--- config.mk ---
export PLATFORM = sky130hd
export DESIGN_NAME = config_line_tokenizer_core
export DESIGN_NICKNAME = d
export VERILOG_FILES = /design/src/clt_pkg.sv /design/src/config_line_tokenizer_core.sv /design/src/clt_step.sv
export SDC_FILE = /design/constraint.sdc
export NUM_CORES = 1
export LEC_CHECK = 0
export BUFFER_PORTS_ARGS = -buffer_cell sky130_fd_sc_hd__buf_2
export CELL_PAD_IN_SITES_DETAIL_PLACEMENT = 2
export CELL_PAD_IN_SITES_GLOBAL_PLACEMENT = 2
export CORE_MARGIN = 2
export CORE_UTILIZATION = 36
export CTS_CLUSTER_DIAMETER = 30
export DETAILED_ROUTE_END_ITERATION = 12
export PLACE_DENSITY_LB_ADDON = 0.25
export SETUP_SLACK_MARGIN = 0.15
export SLEW_MARGIN = 25
export SYNTH_ARGS = -nofsm -noshare
export SYNTH_HDL_FRONTEND = slang
export SYNTH_SLANG_ARGS = --single-unit
--- constraint.sdc ---
create_clock -name i_clk -period 3.69 [get_ports i_clk]
set_clock_uncertainty 0.15 [all_clocks]
set_input_delay 0.738 -clock i_clk [delete_from_list [all_inputs] [get_ports i_clk]]
set_output_delay 0.738 -clock i_clk [all_outputs]
set_load 0.01 [all_outputs]
--- src/clt_pkg.sv ---
// shared types, character codes and result codes of the config line tokenizer
package clt_pkg;

    localparam int MAX_TOKENS_DEF = 64;
    localparam int TOKEN_INDEX_W  = 6;

    localparam logic [7:0] CH_HASH    = 8'h23;
    localparam logic [7:0] CH_EQ      = 8'h3D;
    localparam logic [7:0] CH_DQUOTE  = 8'h22;
    localparam logic [7:0] CH_BSLASH  = 8'h5C;
    localparam logic [7:0] CH_SQUOTE  = 8'h27;
    localparam logic [7:0] CH_SPACE   = 8'h20;
    localparam logic [7:0] CH_TAB     = 8'h09;
    localparam logic [7:0] CH_CR      = 8'h0D;

    typedef enum logic [2:0] {
        PH_LEAD         = 3'd0,
        PH_KW_BARE      = 3'd1,
        PH_KW_QUOTED    = 3'd2,
        PH_AFTER_KW     = 3'd3,
        PH_ARGS         = 3'd4,
        PH_ARG_COMMENT  = 3'd5,
        PH_LINE_COMMENT = 3'd6,
        PH_DEAD         = 3'd7
    } t_phase;

    typedef enum logic [1:0] {
        Q_NONE   = 2'd0,
        Q_SINGLE = 2'd1,
        Q_DOUBLE = 2'd2
    } t_quote;

    typedef enum logic [2:0] {
        ST_BLANK      = 3'd0,
        ST_DIRECTIVE  = 3'd1,
        ST_UNTERM_KW  = 3'd2,
        ST_EMPTY_KW   = 3'd3,
        ST_OPEN_QUOTE = 3'd4,
        ST_TOO_MANY   = 3'd5
    } t_status;

    // line context without the token counter (its width follows the parameter)
    typedef struct packed {
        t_phase  phase;
        logic    esc;
        t_quote  quote;
        logic    open;
        t_status err;
    } t_ctx;

    typedef struct packed {
        logic [7:0] char_in;
        logic       byte_valid;
        logic       last_of_line;
    } t_in;

    typedef struct packed {
        logic [7:0]               char_out;
        logic                     char_valid;
        logic [TOKEN_INDEX_W-1:0] token_index;
        logic                     token_end;
        logic                     end_closes_token;
        logic                     line_done;
        logic [2:0]               status;
    } t_out;

endpackage

--- src/config_line_tokenizer_core.sv ---
// top level of the config line tokenizer: input register, byte decision, result register
//
//  channel | valid      | stall      | payload     | transfer when
//  --------+------------+------------+-------------+------------------------------
//  input   | i_in_valid | o_in_stall | i_in_data   | i_in_valid high, o_in_stall low
//  output  | o_out_valid| i_out_stall| o_out_data  | o_out_valid high, i_out_stall low
//
// one byte per cycle sustained while the output is not stalled; a byte passes through the
// input register and then the result register before its result is on the output
// the rate is set by the line context update in clt_step, done once per byte
// i_rst_n (synchronous, active low) empties both registers and returns the line context
// to leading whitespace with no tokens
// a stalled output holds its result; the input register keeps taking a byte while the
// output is full as long as its own byte can move on, otherwise o_in_stall rises
module config_line_tokenizer_core #(
    parameter int MAX_TOKENS = clt_pkg::MAX_TOKENS_DEF
) (
    input  logic          i_clk,
    input  logic          i_rst_n,
    input  logic          i_in_valid,
    output logic          o_in_stall,
    input  clt_pkg::t_in  i_in_data,
    output logic          o_out_valid,
    input  logic          i_out_stall,
    output clt_pkg::t_out o_out_data
);
    import clt_pkg::*;

    localparam int CAP   = (MAX_TOKENS < 64) ? MAX_TOKENS : 64;
    localparam int CNT_W = $clog2(CAP + 1);

    // input register
    logic             r_in_valid;
    t_in              r_in;
    // line context, updated once per byte as it moves to the result register
    t_ctx             r_ctx;
    t_ctx             n_ctx;
    logic [CNT_W-1:0] r_cnt;
    logic [CNT_W-1:0] n_cnt;
    // result register
    logic             r_out_valid;
    t_out             r_out;
    t_out             n_out;

    logic             in_xfer;
    logic             advance;

    // the held byte moves on when the result register is empty or being drained
    assign advance    = r_in_valid && (!r_out_valid || !i_out_stall);
    assign o_in_stall = r_in_valid && !advance;
    assign in_xfer    = i_in_valid && !o_in_stall;

    clt_step #(
        .MAX_TOKENS (MAX_TOKENS),
        .CNT_W      (CNT_W)
    ) u_step (
        .i_item (r_in),
        .i_ctx  (r_ctx),
        .i_cnt  (r_cnt),
        .o_ctx  (n_ctx),
        .o_cnt  (n_cnt),
        .o_res  (n_out)
    );

    always_ff @(posedge i_clk) begin
        if (!i_rst_n) begin
            r_in_valid  <= 1'b0;
            r_out_valid <= 1'b0;
            r_ctx.phase <= PH_LEAD;
            r_ctx.esc   <= 1'b0;
            r_ctx.quote <= Q_NONE;
            r_ctx.open  <= 1'b0;
            r_ctx.err   <= ST_BLANK;
            r_cnt       <= '0;
        end else begin
            if (in_xfer) begin
                r_in_valid <= 1'b1;
            end else if (advance) begin
                r_in_valid <= 1'b0;
            end
            if (advance) begin
                r_out_valid <= 1'b1;
                r_ctx       <= n_ctx;
                r_cnt       <= n_cnt;
            end else if (!i_out_stall) begin
                r_out_valid <= 1'b0;
            end
        end
    end

    // payload registers
    always_ff @(posedge i_clk) begin
        if (in_xfer) begin
            r_in <= i_in_data;
        end
        if (advance) begin
            r_out <= n_out;
        end
    end

    assign o_out_valid = r_out_valid;
    assign o_out_data  = r_out;

    // a finished line leaves the context at its start
    a_line_reset: assert property (@(posedge i_clk) disable iff (!i_rst_n)
        advance && n_out.line_done |=> (r_ctx.phase == PH_LEAD) && (r_cnt == '0)
        && !r_ctx.open)
        else $error("context not cleared after line end");

    // the token counter never passes its cap
    a_cnt_cap: assert property (@(posedge i_clk) disable iff (!i_rst_n)
        r_cnt <= CNT_W'(CAP))
        else $error("token counter above cap");

    // a byte never both adds a character and closes a token
    a_char_or_end: assert property (@(posedge i_clk) disable iff (!i_rst_n)
        r_out_valid |-> !(r_out.char_valid && r_out.token_end))
        else $error("character and token end in one result");

    // an end close only comes with a directive or too-many status
    a_end_close: assert property (@(posedge i_clk) disable iff (!i_rst_n)
        r_out_valid && r_out.end_closes_token |->
        r_out.line_done && ((r_out.status == ST_DIRECTIVE) || (r_out.status == ST_TOO_MANY)))
        else $error("end close with wrong status");

endmodule

--- src/clt_step.sv ---
// per-byte decision logic: next line context and the result of one byte
module clt_step #(
    parameter int MAX_TOKENS = clt_pkg::MAX_TOKENS_DEF,
    parameter int CNT_W      = 7
) (
    input  clt_pkg::t_in       i_item,
    input  clt_pkg::t_ctx      i_ctx,
    input  logic [CNT_W-1:0]   i_cnt,
    output clt_pkg::t_ctx      o_ctx,
    output logic [CNT_W-1:0]   o_cnt,
    output clt_pkg::t_out      o_res
);
    import clt_pkg::*;

    localparam int CAP = (MAX_TOKENS < 64) ? MAX_TOKENS : 64;

    logic [7:0]       c;
    logic             ws;
    logic             arg_go;
    logic             do_emit;
    logic             do_open;
    logic             do_close;
    logic             open_now;
    logic             opn;
    logic             esc;
    t_phase           ph;
    t_quote           qk;
    t_status          err;
    t_status          st;
    logic [7:0]       qc;
    logic [CNT_W-1:0] cnt;
    logic [7:0]       idx_wide;

    assign c  = i_item.char_in;
    assign ws = (c == CH_SPACE) || ((c >= CH_TAB) && (c <= CH_CR));

    always_comb begin
        ph       = i_ctx.phase;
        esc      = i_ctx.esc;
        qk       = i_ctx.quote;
        err      = i_ctx.err;
        arg_go   = 1'b0;
        do_emit  = 1'b0;
        do_open  = 1'b0;
        do_close = 1'b0;
        qc       = (i_ctx.quote == Q_SINGLE) ? CH_SQUOTE : CH_DQUOTE;

        if (i_item.byte_valid) begin
            unique case (i_ctx.phase)
                PH_LEAD: begin
                    if (!ws) begin
                        if (c == CH_HASH) begin
                            ph = PH_LINE_COMMENT;
                        end else if (c == CH_EQ) begin
                            err = ST_EMPTY_KW;
                            ph  = PH_DEAD;
                        end else if (c == CH_DQUOTE) begin
                            ph = PH_KW_QUOTED;
                        end else begin
                            do_emit = 1'b1;
                            ph      = PH_KW_BARE;
                        end
                    end
                end
                PH_KW_BARE: begin
                    if (ws) begin
                        do_close = 1'b1;
                        ph       = PH_AFTER_KW;
                    end else if (c == CH_EQ) begin
                        do_close = 1'b1;
                        ph       = PH_ARGS;
                    end else begin
                        do_emit = 1'b1;
                    end
                end
                PH_KW_QUOTED: begin
                    if (c == CH_DQUOTE) begin
                        if (i_ctx.open) begin
                            do_close = 1'b1;
                            ph       = PH_AFTER_KW;
                        end else begin
                            err = ST_EMPTY_KW;
                            ph  = PH_DEAD;
                        end
                    end else begin
                        do_emit = 1'b1;
                    end
                end
                PH_AFTER_KW: begin
                    if (!ws) begin
                        ph     = PH_ARGS;
                        arg_go = (c != CH_EQ);
                    end
                end
                PH_ARGS: begin
                    arg_go = 1'b1;
                end
                default: begin
                end
            endcase

            // argument byte: escapes, quotes, comments, separators
            if (arg_go) begin
                if (i_ctx.esc) begin
                    do_emit = 1'b1;
                    esc     = 1'b0;
                end else if ((c == CH_BSLASH) && (i_ctx.quote != Q_SINGLE)) begin
                    esc     = 1'b1;
                    do_open = 1'b1;
                end else if (i_ctx.quote != Q_NONE) begin
                    if (c == qc) begin
                        qk = Q_NONE;
                    end else begin
                        do_emit = 1'b1;
                    end
                end else if ((c == CH_SQUOTE) || (c == CH_DQUOTE)) begin
                    qk      = (c == CH_SQUOTE) ? Q_SINGLE : Q_DOUBLE;
                    do_open = 1'b1;
                end else if (c == CH_HASH) begin
                    ph = PH_ARG_COMMENT;
                end else if (ws) begin
                    do_close = i_ctx.open;
                end else begin
                    do_emit = 1'b1;
                end
            end
        end

        // token start and index saturation
        open_now = (do_emit || do_open) && !i_ctx.open;
        cnt      = i_cnt;
        if (open_now) begin
            if (i_cnt < CNT_W'(CAP)) begin
                cnt = i_cnt + CNT_W'(1);
            end else if (err == ST_BLANK) begin
                err = ST_TOO_MANY;
            end
        end
        opn = do_close ? 1'b0 : ((do_emit || do_open) ? 1'b1 : i_ctx.open);

        idx_wide = 8'(cnt) - 8'd1;

        o_res = '0;
        if (do_emit) begin
            o_res.char_out    = c;
            o_res.char_valid  = 1'b1;
            o_res.token_index = idx_wide[TOKEN_INDEX_W-1:0];
        end
        if (do_close) begin
            o_res.token_end   = 1'b1;
            o_res.token_index = idx_wide[TOKEN_INDEX_W-1:0];
        end

        o_ctx.phase = ph;
        o_ctx.esc   = esc;
        o_ctx.quote = qk;
        o_ctx.open  = opn;
        o_ctx.err   = err;
        o_cnt       = cnt;

        // line end: status, closing of an open token, context back to start
        st = ST_BLANK;
        if (i_item.last_of_line) begin
            if (err == ST_EMPTY_KW) begin
                st = ST_EMPTY_KW;
            end else if (ph == PH_KW_QUOTED) begin
                st = ST_UNTERM_KW;
            end else if ((ph == PH_LEAD) || (ph == PH_LINE_COMMENT)) begin
                st = ST_BLANK;
            end else if (esc || (qk != Q_NONE)) begin
                st = ST_OPEN_QUOTE;
            end else if (err == ST_TOO_MANY) begin
                st = ST_TOO_MANY;
            end else begin
                st = ST_DIRECTIVE;
            end
            o_res.line_done = 1'b1;
            o_res.status    = st;
            if (((st == ST_DIRECTIVE) || (st == ST_TOO_MANY)) && opn) begin
                o_res.end_closes_token = 1'b1;
                o_res.token_index      = idx_wide[TOKEN_INDEX_W-1:0];
            end
            o_ctx.phase = PH_LEAD;
            o_ctx.esc   = 1'b0;
            o_ctx.quote = Q_NONE;
            o_ctx.open  = 1'b0;
            o_ctx.err   = ST_BLANK;
            o_cnt       = '0;
        end
    end

endmodule
==> flow_summary_export.csv <==
group,metric,value,unit
outcome,outcome,"finished, final reports clean",
detailed_routing,firstDrtPassIters,4,
synthesis,synthCells,281,
floorplanning,core,7610,µm²
placement,port_buffers,36,
cts,postCtsHoldBufs,0,
cts,clkTransAtPathRegs,100,ps
sta,rsz0062_at_grt,"no",
pwr,p_per_area,368,nW/µm²
critical_path,critPathRequiredTime,3600,ps
synthesis,synthDistinctLibCells,67,
synthesis,synthFlopType,"edfxtp_1",
grt,global_route.usage.met2,0.354,
grt,globalRoute.busiestLayer,"met2",
synthesis,ys_warn_count,0,
detailed_routing,routed_wl,8.31,mm
pwr,leakagePower,1.19,nW
detailed_routing,dr_total_vias,2420,
sta,max-slew-margin-rel,0.387,
critical_path,end_kind,"register",
synthesis,synth-edff-count,31,
flow_run,maxCapViolCount,0,
floorplanning,io_pins,37,
detailed_routing,viasPerCell,5.60,
critical_path,critPathMaxFanout,6,
floorplanning,rows,32,
grt,met3_usage,0.0312,
floorplanning,start_util,0.365,
grt,grt_pass1_wl,13.2,mm
sta,tightest_slew,914,ps
layout,layout_commonest_cell,"buf_2",
synthesis,netlist_top_cells_area,"edfxtp_1 (34%), dfxtp_1 (14%), and2_1 (3.6%)",
hold_path,min_path_type,"reg -> reg",
cts,cts_root_buf,"clkbuf_8",
grt,grt_max_degree,25,
sta,finalSetupViolCount,0,
detailed_routing,ant_nets,0,
cts,cts_buffers,5,
synthesis,syn-mean-instance-area,9.87,µm²
cts,clock_path_buffers,2,
sta,fin_setup_tns,0,ps
grt,grt_pass1_vias,2490,
critical_path,cp-start-kind,"register",
detailed_routing,wl_per_cell,19.2,µm
layout,syn2layout_area_growth,19.7,%
floorplanning,die_w,91.8,µm
synthesis,synth_top_area_share,0.336,
cts,cts_tree,"done",
floorplanning,dieArea,8420,µm²
layout,drive_gt1_frac,0.233,
grt,met1_usage,0.258,
synthesis,synth.cell_area,2770,µm²
sta,min_period,3430,ps
placement,dp_slack,211,ps
synthesis,yosysSeqAreaShare,0.473,
sta,drv_slew,0,
detailed_routing,drc,0,
placement,dp_hpwl,6.10,mm
critical_path,crit_arrival,3340,ps
sta,timing.final.ws_setup,261,ps
cts,cts.htree.levels,2,
sta,fmax,0.292,GHz
pwr,max-vdd-ir-drop,0.171,mV
critical_path,path_class,"reg -> reg",
layout,n_antenna_cell,0,
floorplanning,die_y,91.8,µm
sta,fin_crit_sh,0.929,
synthesis,yosys.area.top_type,"edfxtp_1",
cts,clock_sinks,50,
layout,final_cell_mix,"buf_2 (36), edfxtp_1 (31), nor2_1 (25), nand2_1 (22), dfxtp_1 (18)",
synthesis,synth_fp_nets,297,
grt,grt_usage,0.199,
placement,place_congestion,0.797,
detailed_routing,drt_iter0_markers,107,
grt,antenna_found_initial,0,
sta,hold_viol,0,
synthesis,async_flop_share,0,
layout,fin_nets,345,
cts,clk_latency,300,ps
synthesis,synth-seq-cells,50,
grt,grt_remaining_overflow,0,
[area by class of cell]
type / count / area (µm²)
clock inverter: 3 / 63.8
tap: 102 / 128
sequential: 50 / 1310
clock buffer: 5 / 68.8
inverter: 8 / 30.0
timing repair buffer: 52 / 300
fill: 842 / 4290
multi-input combinational: 212 / 1420
[final timing paths]
kind / from / end / slack, ps / cells after the start
setup / recovery: r_in[5] / o_out_data[11] / 260 / 9
hold / removal: r_in_valid / o_out_valid / 370 / 2
setup reg to reg: r_in[5] / o_out_data[11] / 260 / 9
hold reg to reg: r_in_valid / o_out_valid / 370 / 2
[sequential cells by signal (all words and copies together) (netlist names)]
register and count:
o_out_data 21, r_cnt 7, r_ctx 10, r_in_valid 1, o_out_valid 1, r_in 10
[critical path, cell delays in order, from the launching register on]
cell	delay, ps
edfxtp_1	470
or4b_1	580
a211oi_4	310
nor4_4	100
a21bo_4	270
a21boi_4	260
nor4_2	110
xor2_1	200
or4_1	540
and3_1	190
[per-stage QoR]
stage,power (mW),util,cells,hold WS (ps),area (µm²)
CTS,1.23,0.426,427,386,3240
floorplan,0.725,-,281,322,2770
finish,1.22,0.436,432,374,3320
global placement,0.769,0.409,419,349,3110
detailed placement,0.777,0.409,419,364,3110
global route,1.27,0.436,432,416,3320
[per-layer routing]
| metal | vias to the layer above | share of wire |
|---|---|---|
| met1 | 1223 | 0.45 |
| met5 | - | 0 |
| met4 | 0 | 0.0088 |
| li1 | 1141 | - |
| met3 | 6 | 0.037 |
| met2 | 50 | 0.51 |
[cells by family after synthesis]
family | after synthesis | synth area share
mux | 4 | 0.0144
compound gates | 68 | 0.175
simple gates | 128 | 0.264
flops | 50 | 0.473
fa+ha+maj | 2 | 0.00902
buf+inv | 19 | 0.0302
xor+xnor | 10 | 0.0343
[power by group]
| part | internal (mW) | switching (mW) |
|---|---|---|
| Clock | 0.268 | 0.182 |
| Sequential | 0.618 | 0.0189 |
| Combinational | 0.0544 | 0.0794 |
[cells in the mapped netlist (all sizes together), types with 2 or more instances]
library cell and instances:
nor4 8, nand4b 2, nor2b 7, clkbuf 6
o21ai 15, a21oi 11, buf 5, edfxtp 31
nor3 11, inv 8, nand4 4, xor2 4
and2 16, and3 4, nor4b 2, or4b 2
nor3b 4, a22oi 2, a211oi 3, o22ai 4
a21boi 5, a31oi 3, xnor2 6, nand2 22
o21a 3, nor2 25, o211ai 2, mux2i 4
dfxtp 19, a32oi 3, nand3b 2, nand2b 5
nand3 6, or3 3, ha 2, or2 2
o31ai 3
[repair_timing]
item	CTS	global route
buffers inserted	0	5
resized for setup	0	9
hold endpoints to repair	0	0
setup endpoints to repair	0	6
No activity file was read; power rests on OpenSTA's default activity.
